$ cat config.mk
export PLATFORM = sky130hd
export DESIGN_NAME = wjs_queue
export DESIGN_NICKNAME = d
export VERILOG_FILES = /design/src/wjs_queue.sv
export SDC_FILE = /design/constraint.sdc
export NUM_CORES = 1
export LEC_CHECK = 0
export ABC_AREA = 1
export ABC_CLOCK_PERIOD_IN_PS = 1300
export BUFFER_PORTS_ARGS = -buffer_cell sky130_fd_sc_hd__buf_4
export CAP_MARGIN = 40
export CORE_MARGIN = 3
export CORE_UTILIZATION = 49
export DETAILED_ROUTE_END_ITERATION = 12
export GPL_ROUTABILITY_DRIVEN = 0
export GPL_TIMING_DRIVEN = 0
export PLACE_DENSITY = 0.75
export SLEW_MARGIN = 30
export SYNTH_ARGS = -nofsm -noshare
export SYNTH_HDL_FRONTEND = slang
export SYNTH_SLANG_ARGS = --single-unit
$ cat constraint.sdc
create_clock -name i_clk -period 1.3 [get_ports i_clk]
set_input_delay 0.065 -clock i_clk [delete_from_list [all_inputs] [get_ports i_clk]]
set_output_delay 0.065 -clock i_clk [all_outputs]
set_load 0.02 [all_outputs]
$ cat src/wjs_queue.sv
// two-entry queue between front and back end
// no dependencies
module wjs_queue #(
    parameter int WIDTH = 8
) (
    input  logic             i_clk,
    input  logic             i_rst_n,
    input  logic             i_push,
    input  logic [WIDTH-1:0] i_data,
    output logic             o_full,
    input  logic             i_pop,
    output logic             o_valid,
    output logic [WIDTH-1:0] o_data
);
    logic [WIDTH-1:0] r_ent [2];
    logic             r_wr, r_rd;
    logic [1:0]       r_cnt;

    always_ff @(posedge i_clk) begin
        if (!i_rst_n) begin
            r_wr  <= 1'b0;
            r_rd  <= 1'b0;
            r_cnt <= 2'd0;
        end else begin
            if (i_push) r_wr <= ~r_wr;
            if (i_pop)  r_rd <= ~r_rd;
            if (i_push && !i_pop) r_cnt <= r_cnt + 2'd1;
            else if (!i_push && i_pop) r_cnt <= r_cnt - 2'd1;
        end
        if (i_push) r_ent[r_wr] <= i_data;
    end

    assign o_full  = r_cnt[1];
    assign o_valid = (r_cnt != 2'd0);
    assign o_data  = r_ent[r_rd];
endmodule

Word-level counts from Yosys, hierarchy flattened
Memories as Yosys holds them, arrays and structs flattened. A register that Yosys moved wholly into a read port is not among the register bits. Cells that the tools add are included.

Logic and storage cells: 20. Bits in registers: 4. Output and inout port bits: 10. Memories: 1. Bits in writable memories: 16.

Mux-type cells: 6. Bitwise logic cells: 2. Reductions and logical operators: 6. Add/subtract/negate cells: 2.

Memories: r_ent (depth 2, bits a word 8, read ports 1, clocked after memory_dff 1, wr ports 1, RTL line 15) `logic [WIDTH-1:0] r_ent [2];`.

Operators with widths (count): two-way mux 1 bit (4); two-way mux 2 bit (2); nonzero test 2 bit (2); adder 2 x 1 -> 2 bit, second input constant (1); logical AND 1 bit (2); zero test 1 bit (2); NOT 1 bit (2); subtractor 2 x 1 -> 2 bit, second input constant (1).

Logic depth before layout (Yosys ltp)
Depth in word-level cells: 4. Depth in mapped cells: 8. Mapped depth without buffers: 8.

Worst setup path before layout
Ideal clock, no wire load.

Path type: register to register. Start: reg r_wr. End: mem r_ent[0][0] (enable). Arrival: 0.687 ns. Setup slack: 0.242 ns. Buffers on the path: 0. Library setup time: 0.370 ns. Stages on the path, launching flop included: 2. Path through: dfxtp_1 nor2_1.

RTL lines: start, declared (RTL line 16) `logic r_wr, r_rd;`; start signal, assigned (RTL line 25) `if (i_push) r_wr <= ~r_wr;`; end, declared (RTL line 15).

No word-level cell before the write port.

==> impl_metrics.toml <==
[outcome]
status = "finished with violations"
violations = "negative setup slack"

[clocking]
cts_num_sinks = 21
cts_setup_buffers = 0
clk_latency_ns = 0.30
cts_tree = "done"
clockBufferDepth = 2
clk_pin_slew_worst_paths_ns = 0.11
cts_max_level = 1
cts-root-buf = "clkbuf_4"
numCtsBuffers = 3

[finish]
final_cells = 108
num-nets-final = 106
areaGrowthSynthToFinish_pct = 38.5
final_area_um2 = 1160
fin_util_pct = 74.2
drive_gt1_share_pct = 38.0
n_antenna_cell = 0

[yosys]
synthSimpleGateAreaFrac_pct = 8.53
yosysUniqueCellTypes = 12
yosys-top-cells-area = "edfxtp_1 57%, mux2_4 14%, dfxtp_1 12%, nand2_1 4.0%, inv_1 3.6%"
synth_top_area_share_pct = 57.5
synthAdderAreaFrac_pct = 1.50
synthCells = 59
synth_compound_area_share_pct = 1.20
synth_top_area_cell = "edfxtp_1"
ys_seq_elements = 21
synth_nets = 72
avgSynthCellArea_um2 = 14.2
yosys-mux-area-fraction_pct = 14.4
ys_seq_area_share_pct = 69.5
yosysWarningCount = 0
synth_xor_area_share_pct = 0
synth_area_um2 = 836
synth_top_family_by_area = "multiplexers"

[routing]
drtIter0Drc = 16
drt-vias-per-instance = 4.71
ant_nets = 0
routed-via-count = 509
post_drt_wl_per_cell_um = 13.0
drt_first_pass_iters = 4
drt-total-wl_um = 1400
drc = 0

[critical_path]
path_max_fanout = 8
arrival_ns = 1.24
slowest_stage = "dfxtp_2"
worstPathCellList = "buf_8, mux2_4, buf_6"
path_class = "reg -> out"
worstPathRequired_ns = 1.24
slowest_delay_ns = 0.35
cp_num_buf_inv = 2
cp_top_family = "flip-flops"
endpoint_kind = "primary output"
start_kind = "register"
r2r_setup_slack_ns = 0.24

[sta]
rsz0062_at_grt = "yes"
finalHoldViolations = 0
worst_slew_pin_slew_ns = 0.429
setup_viol = 1
max_freq_mhz = 767
finClkSkew_ns = 0.00213
fin_crit_ns = 1.30
max_slew_margin_pct = 71.4
setup_slack_ns = -0.00436
timing.final.crit_share_pct = 100
drv_slew = 0

[floorplanning]
dieArea_um2 = 2240
rows = 14
core_um2 = 1560
die_w_um = 47.3
io_pins = 22
chipHeight_um = 47.3
start_util_pct = 53.6

[power_and_ir_drop]
vdd_drop_max_mv = 1.02
p_per_area_nw_per_um2 = 1180
p_comb_share_pct = 20.3
seqPwrFrac_pct = 57.5
clockPowerShare_pct = 22.2
swShare_pct = 24.0
p_int_mw = 1.03
switching_power_mw = 0.327
leakage_nw = 0.512

[grt]
overflow = 0
grt_first_pass_wirelength_um = 2190
antenna_found_initial = 0
track_usage_pct = 14.6
grt_max_degree = 12
grt_pass1_vias = 508

[flow_run]
maxCapViolCount = 0

[place]
dp_hpwl_um = 911
placed_cells = 96
dpl_cell_area_um2 = 1010
io_buffers = 21

[hold_path]
hold_class = "in -> reg"
## path summary, 6_finish.rpt
check	from	endpoint	depth (start not counted)
max	register	o_data[2]	3
min reg2reg	r_cnt[0]$_SDFFE_PN0P_	r_cnt[0]$_SDFFE_PN0P_	2
min	i_pop	r_rd$_SDFFE_PN0P_	3
max reg2reg	r_wr$_SDFFE_PN0P_	r_ent[0][7]$_DFFE_PP_	1
## sequential cells by signal (all words and copies together) (netlist names), named ones only
register and count:
r_ent 16, r_cnt 2, r_rd 1, r_wr 1
## per-stage QoR
step                setup WS (ns)  hold WS [ns]  setup TNS, ns  power (mW)
detailed placement         0.0635         0.254              0        1.03
floorplan                   0.242         0.164              0       0.935
global route              -0.0476        0.0151         -0.280        1.43
global placement           0.0701         0.250              0        1.02
finish                   -0.00436        0.0130       -0.00436        1.36
CTS                       0.00461        0.0149              0        1.36
## layer usage
metal	track usage (%)	vias up	wire length [µm]
li1	-	265	-
met1	17.2	227	571
met2	25.9	14	746
met3	3.45	3	65
met4	4.97	0	17
met5	0	-	0
## area by class of cell
type / count / area [µm²]
plain buffers: 1 / 15.0
clock buffers: 4 / 26.3
fillers: 101 / 402
inverters: 8 / 30.0
multi-input cells: 29 / 216
flip-flops and latches: 21 / 582
well taps: 16 / 20.0
repair buffers: 29 / 268
## layout by cell type, fill, tap and decap left out
master         count
o21ai_0            1
a21oi_1            1
inv_1              8
buf_6              8
clkbuf_1           1
dfxtp_2            1
ha_1               1
nor2_1             6
nand2_1            9
edfxtp_1          16
nand4_1            1
clkbuf_4           3
buf_4             13
dlygate4sd3_1      8
buf_8              1
nor2_2             1
nand3_1            1
mux2_4             8
dfxtp_1            4
## cell families after synthesis
| family | Yosys count |
|---|---|
| AOI/OAI and AO/OA | 2 |
| adders and majority gates | 1 |
| buffers and inverters | 9 |
| DFF | 21 |
| muxes | 8 |
| and+or+nand+nor | 18 |
## power groups by stage
stage                     registers, mW  clock network, mW  logic [mW]
after floorplan                   0.797                  0       0.138
after global placement            0.794                  0       0.230
after detailed placement          0.796                  0       0.235
after CTS                         0.782              0.304       0.274
after global routing              0.787              0.347       0.298
final                             0.782              0.302       0.276
## synthesized netlist by cell type
cell,number
nor2_1,7
edfxtp_1,16
mux2_4,8
ha_1,1
buf_6,1
nand4_1,1
dfxtp_1,5
nand3_1,1
nand2_1,9
o21ai_0,1
a21oi_1,1
inv_1,8
## repair_timing
item / in CTS / in global routing
hold buffers: 8 / 0
pin swaps: 0 / 0
setup endpoints to repair: 8 / 16
gates resized for setup: 10 / 1
hold endpoints to repair: 16 / 0
Power figures use the tool's default switching activity.
