--- src/wjs_pkg.sv ---
// shared types and constants of the stencil smoother
// no dependencies
package wjs_pkg;

    localparam int MAX_POINTS_DEF = 64;
    localparam int CFG_IDX_W      = 3;
    localparam int CFG_DATA_W     = 32;

    typedef enum logic [CFG_IDX_W-1:0] {
        CFG_GRID_SIZE = 3'd0,
        CFG_OMEGA     = 3'd1,
        CFG_SPACING   = 3'd2,
        CFG_BOUNDARY  = 3'd3,
        CFG_FACE_MASK = 3'd4
    } t_cfg_idx;

    // face mask bits
    localparam int FACE_Y_LO = 0;
    localparam int FACE_X_HI = 1;
    localparam int FACE_Y_HI = 2;
    localparam int FACE_X_LO = 3;
    localparam int FACE_Z_HI = 4;
    localparam int FACE_Z_LO = 5;

    // divide-by-six unit: biased dividend keeps it positive, then halve and
    // multiply by the reciprocal of three, (2^37 + 1) / 3, keeping bits 72..37
    localparam int                DIV_W     = 38;
    localparam int                QUO_W     = 36;
    localparam logic [DIV_W-1:0]  DIV_BIAS  = 38'h30_0000_0000;  // 6 * 2^35
    localparam logic [QUO_W-1:0]  DIV_UNB   = 36'h8_0000_0000;   // 2^35
    localparam logic [35:0]       DIV_RECIP = 36'hA_AAAA_AAAB;

    typedef struct packed {
        logic        [6:0]  grid_size;
        logic        [15:0] omega_weight;
        logic        [16:0] spacing_squared;
        logic signed [31:0] boundary_value;
        logic        [5:0]  face_mask;
    } t_cfg;

    typedef struct packed {
        logic signed [31:0] cval;
        logic signed [31:0] src;
        logic               region;   // inner cell, gives a result
        logic               bnd;      // takes the boundary value
        logic               last;
        logic               parity;   // plane parity of this cell
    } t_item;

endpackage

--- src/wjs_front.sv ---
// front end: raster counters and cell classification
// uses wjs_pkg
module wjs_front
    import wjs_pkg::*;
#(
    parameter int MAX_POINTS = MAX_POINTS_DEF,
    parameter int STRIDE     = MAX_POINTS + 4,
    parameter int SW         = $clog2(STRIDE * STRIDE)
) (
    input  logic               i_clk,
    input  logic               i_rst_n,
    input  t_cfg               i_cfg,
    input  logic               i_accept,
    input  logic signed [31:0] i_cell_value,
    input  logic signed [31:0] i_source_value,
    output t_item              o_item,
    output logic [SW-1:0]      o_base
);
    localparam int CW = $clog2(STRIDE + 1);

    logic [CW-1:0] r_col, r_row, r_pln;
    logic [CW-1:0] n_eff, n_p2, n_p3, n_p4;
    logic          in_x, in_y, in_z;
    logic [5:0]    hit;

    always_comb begin
        if (i_cfg.grid_size == 7'd0) n_eff = CW'(1);
        else if (int'(i_cfg.grid_size) > MAX_POINTS) n_eff = CW'(MAX_POINTS);
        else n_eff = CW'(i_cfg.grid_size);
        n_p2 = n_eff + CW'(2);
        n_p3 = n_eff + CW'(3);
        n_p4 = n_eff + CW'(4);
    end

    always_comb begin
        in_x = (r_col >= CW'(1)) && (r_col <= n_p2);
        in_y = (r_row >= CW'(1)) && (r_row <= n_p2);
        in_z = (r_pln >= CW'(2)) && (r_pln <= n_p3);
        hit[FACE_Y_LO] = (r_row == CW'(1));
        hit[FACE_X_HI] = (r_col == n_p2);
        hit[FACE_Y_HI] = (r_row == n_p2);
        hit[FACE_X_LO] = (r_col == CW'(1));
        hit[FACE_Z_HI] = (r_pln == n_p3);
        hit[FACE_Z_LO] = (r_pln == CW'(2));
        o_item.cval   = i_cell_value;
        o_item.src    = i_source_value;
        o_item.region = in_x && in_y && in_z;
        o_item.bnd    = |(hit & i_cfg.face_mask);
        o_item.last   = hit[FACE_X_HI] && hit[FACE_Y_HI] && hit[FACE_Z_HI];
        o_item.parity = r_pln[0];
        o_base        = SW'(r_row * STRIDE) + SW'(r_col);
    end

    always_ff @(posedge i_clk) begin
        if (!i_rst_n) begin
            r_col <= '0;
            r_row <= '0;
            r_pln <= '0;
        end else if (i_accept) begin
            if (r_col + CW'(1) >= n_p4) begin
                r_col <= '0;
                if (r_row + CW'(1) >= n_p4) begin
                    r_row <= '0;
                    if (r_pln + CW'(1) >= n_p4) r_pln <= '0;
                    else r_pln <= r_pln + CW'(1);
                end else begin
                    r_row <= r_row + CW'(1);
                end
            end else begin
                r_col <= r_col + CW'(1);
            end
        end
    end
endmodule

--- config.mk ---
export PLATFORM = sky130hd
export DESIGN_NAME = wjs_front
export DESIGN_NICKNAME = d
export VERILOG_FILES = /design/src/wjs_pkg.sv /design/src/wjs_front.sv
export SDC_FILE = /design/constraint.sdc
export NUM_CORES = 1
export LEC_CHECK = 0
export BUFFER_PORTS_ARGS = -buffer_cell sky130_fd_sc_hd__clkbuf_2
export CORE_AREA = 2 2 114 116
export CTS_CLUSTER_SIZE = 30
export DETAILED_ROUTE_END_ITERATION = 6
export DIE_AREA = 0 0 116 118
export MAX_ROUTING_LAYER = met4
export REMOVE_ABC_BUFFERS = 1
export SYNTH_ARGS = -nofsm -noshare
export SYNTH_HDL_FRONTEND = slang
export SYNTH_SLANG_ARGS = --single-unit
--- constraint.sdc ---
create_clock -name i_clk -period 5.1 [get_ports i_clk]
set_input_delay 0.51 -clock i_clk [delete_from_list [all_inputs] [get_ports i_clk]]
set_output_delay 0.51 -clock i_clk [all_outputs]
set_load 0.05 [all_outputs]
After elaboration in Yosys (flattened, before gate mapping)
Index checks and enable logic that the tools add are counted.

Output and inout bits: 81. Word-level logic and storage cells: 44. Bits of input ports: 145. Register bits: 21.

Order comparisons: 10. Reduce and logical (&&, ||, !) cells: 11. Bitwise logic cells: 1. Add/sub/neg operators: 7. Equality and inequality tests: 6. Multiply operators: 1. Muxes and demuxes: 5.

Operators with widths (count): $mux W7 (5); $add A7 B1 Y7 const B (3); $eq A7 B7 Y1 (3); $ge A7 B7 Y1 (3); $le A7 B7 Y1 (3); $add A7 B2 Y7 const B (2); $eq A7 B1 Y1 const B (2); $ge A7 B1 Y1 const B (2); $add A13 B7 Y13 (1); $mul A7 B5 Y11 const B (1); $add A7 B3 Y7 const B (1); $eq A7 B2 Y1 const B (1); $ge A7 B2 Y1 const B (1); $gt A7 B7 Y1 const B (1); $logic_and A1 B1 Y1 (7); $logic_not A7 Y1 (1); $and A6 B6 Y6 (1); $reduce_or A6 Y1 (1); $reduce_and A3 Y1 (1); $reduce_and A2 Y1 (1).

Longest topological paths before layout
Word-level depth: 8. Gate-level depth with buffers: 15. Gate-level depth less buffers: 14.

Least setup slack after synthesis
Ideal clock, no wire load.

Path type: in2out. Start: input i_cfg[77] (netlist name). End: output o_item[1] (netlist name). Arrival: 3.361 ns. Required time: 4.590 ns. Path buffers: 1. Setup slack: 1.229 ns. Stages on the path: 9. Cells stage by stage: buf_2 > nor2b_1 > ha_1 > a31oi_1 > o21bai_1 > ha_1 > and4_1 > nand4_2 > nor3_1.

RTL lines: start, declared (RTL line wjs_front.sv:12) `input t_cfg i_cfg,`; end, declared (RTL line wjs_front.sv:16) `output t_item o_item,`.

==> qor.txt <==
outcome: completed
mux contribution to synthesized area: 0.0127
register area share after synthesis: 0.119
Simple-Gate Fraction of Synth Area: 0.194
area grow syn2layout: -2.29%
Post-DRT Antenna Nets: 0
max-slew violations: 0
final worst slack: 0.977 ns
HPWL Detailed: 14200 µm
CTS Buffer Depth: 2
VDD IR-drop max: 0.125 mV
final core occ: 0.279
global-route wire length before repair: 21900 µm
Tot GR Track Use: 0.238
io pins: 226
most common cell after layout, fill and taps aside: ha_1
Core Area: 12400 µm²
Post-Synth XOR/XNOR Area: 0.0911
initial antenna violation count: 0
Synth cell types: 52
register clock-pin slew on the reported worst setup and hold paths: 0.07 ns
design area: 3460 µm²
RSZ-0062 raised after global routing: no
Synth top area share: 0.212
top post-synthesis cells by area: ha_1 21%, buf_4 14%, dfxtp_1 12%
post_cts resized: 0
Synth Instances: 449
Clk Latency, worst-skew pair: 0.26 ns
die height: 118 µm
Hold Path Class: reg -> reg
critical path cell sequence: clkbuf_2, nor2b_1, ha_1, a31oi_1, o21bai_1, ha_1, nand2_1, nor2_1, a21oi_1, maj3_1, nand3_1, o211a_1, clkbuf_2
final-report hold violation count: 0
nets: 617
Setup TNS: 0 ns
H-Tree Depth: 1
largest family of logic cells by synthesized area: adder cells
postcts setup bufs: 0
Post-synth top flop: dfxtp_1
Crit Path Class: in -> out
Critical Path End Type: primary output
dominant cell type by area after synthesis: ha_1
#FFs+latches synth: 21
vias in the first global route: 2846
CTS tree: built
fin crit share: 0.808
drt pass-1 iters: 4
commonest cells after routing, fill and taps aside: 60 x ha_1, 34 x nand2_1, 32 x clkbuf_2, 27 x inv_1, 23 x nand3_1
overall routed net length: 15800 µm
leakage: 0.00160 µW
Die Wd: 116 µm
async set-or-reset flop fraction in the synthesized netlist: 0
startpoint class of the critical path: input pin
Num CTS Buffers: 3
Crit-path slowest cell: nor2b_1
diode count: 0
Cell Rows: 41
worst-path maximum fanout: 12
vias: 2991
placed cell area: 3380 µm²
DP Worst Slack: 1.03 ns
Synth Warn #: 0
Initial Utilization: 0.286
adder-cell share of the synthesized area: 0.226
skew final: 0.00894 ns
CP Data Required Time: 4.59 ns
global route overflow: 0
full die area: 13700 µm²
drt drc: 0
gp weighted congestion: 0.965
vias per cell: 5.15
Tightest Pin Transition: 0.659 ns
IO buf count: 32
PD cells: 134 nW/µm²
clk root buf: clkbuf_16
Setup violations, final: 0
slew margin rel.: 0.558
pin count of the biggest net entering global routing: 22
share of cells above drive strength 1: 0.122
max-cap violations: 0
Mapped Avg Cell Area: 7.89 µm²
initial drt markers: 265
Post-CTS Hold Buffers: 0
fmax: 243 MHz
clock sinks: 21
Crit path largest cell delay: 0.47 ns
critical path arrival: 3.61 ns
fin crit period: 4.12 ns
DR WL/cell: 27.2 µm
post-synthesis cell area: 3540 µm²
EDFF count, synth: 0
compound-gate portion of the synthesized area: 0.169
routing by layer:
layer,track usage,part of all wire,up-vias
li1,-,-,1427
met1,0.171,0.24,1390
met2,0.397,0.49,142
met3,0.239,0.23,32
met4,0.0737,0.034,0
met5,-,0,-
cell families (layout without fill, tap and decap cells):
logic type	count (synthesis)	in the layout
fa+ha+maj	63	63
flops	21	21
mux	2	2
simple gates	129	129
xor+xnor	36	36
compound gates	91	91
buf+inv	107	67
state kept, by name, indices dropped and copies added, names as in the netlist:
name and cells:
r_pln 7, r_row 7, r_col 7
critical path, delay by kind of cell:
kind | cells | cell delay [ns]
compound gates | 4 | 0.80
simple gates | 4 | 0.87
buf+inv | 2 | 0.45
fa+ha+maj | 3 | 0.97
where the power goes:
group          total [µW]  switching (µW)  internal, µW
clock network         175            69.3           106
logic                 118            73.4          44.3
registers             170            4.27           166
final cells by class:
type                            count  area (µm²)
Clock buffer                        3        75.1
Clock inverter                      1        5.00
Sequential cell                    21         420
Inverter                           27         101
Multi-Input combinational cell    321        2460
Fill cell                        1389        8950
Tap cell                          172         215
Timing Repair Buffer               36         190
path summary, 6_finish.rpt:
check / startpoint / end / slack, ns / cells after the start
max: i_cfg[77] / o_item[3] / 0.98 / 13
min: r_col[6] / r_col[6] / 0.56 / 2
max reg2reg: r_col[0] / r_row[2] / 2.20 / 10
min reg2reg: r_col[6] / r_col[6] / 0.56 / 2
cell usage after synthesis, drive strengths merged (3+ instances only):
| library cell | instances |
|---|---|
| buf | 74 |
| ha | 60 |
| nand2 | 34 |
| inv | 27 |
| nand3 | 25 |
| xnor2 | 22 |
| dfxtp | 21 |
| a21oi | 17 |
| o21ai | 17 |
| nor2 | 14 |
| xor2 | 14 |
| a21boi | 10 |
| a21o | 10 |
| nand2b | 10 |
| nand4 | 10 |
| nor2b | 8 |
| nor3 | 8 |
| a31oi | 7 |
| clkbuf | 6 |
| and3 | 5 |
| nand3b | 5 |
| o21bai | 5 |
| o22ai | 5 |
| o21a | 4 |
| a211oi | 3 |
| o2111ai | 3 |
| o211ai | 3 |
| or4 | 3 |
through the flow:
| stage | instances | total power, µW | hold slack [ns] |
|---|---|---|---|
| 3_3_place_gp | 577 | 286 | 0.534 |
| 5_1_grt | 581 | 485 | 0.593 |
| 2_1_floorplan | 369 | 252 | 0.480 |
| 3_5_place_dp | 577 | 291 | 0.548 |
| 4_1_cts | 581 | 465 | 0.557 |
| 6_report | 581 | 463 | 0.559 |
No activity file was read; power rests on OpenSTA's default activity.
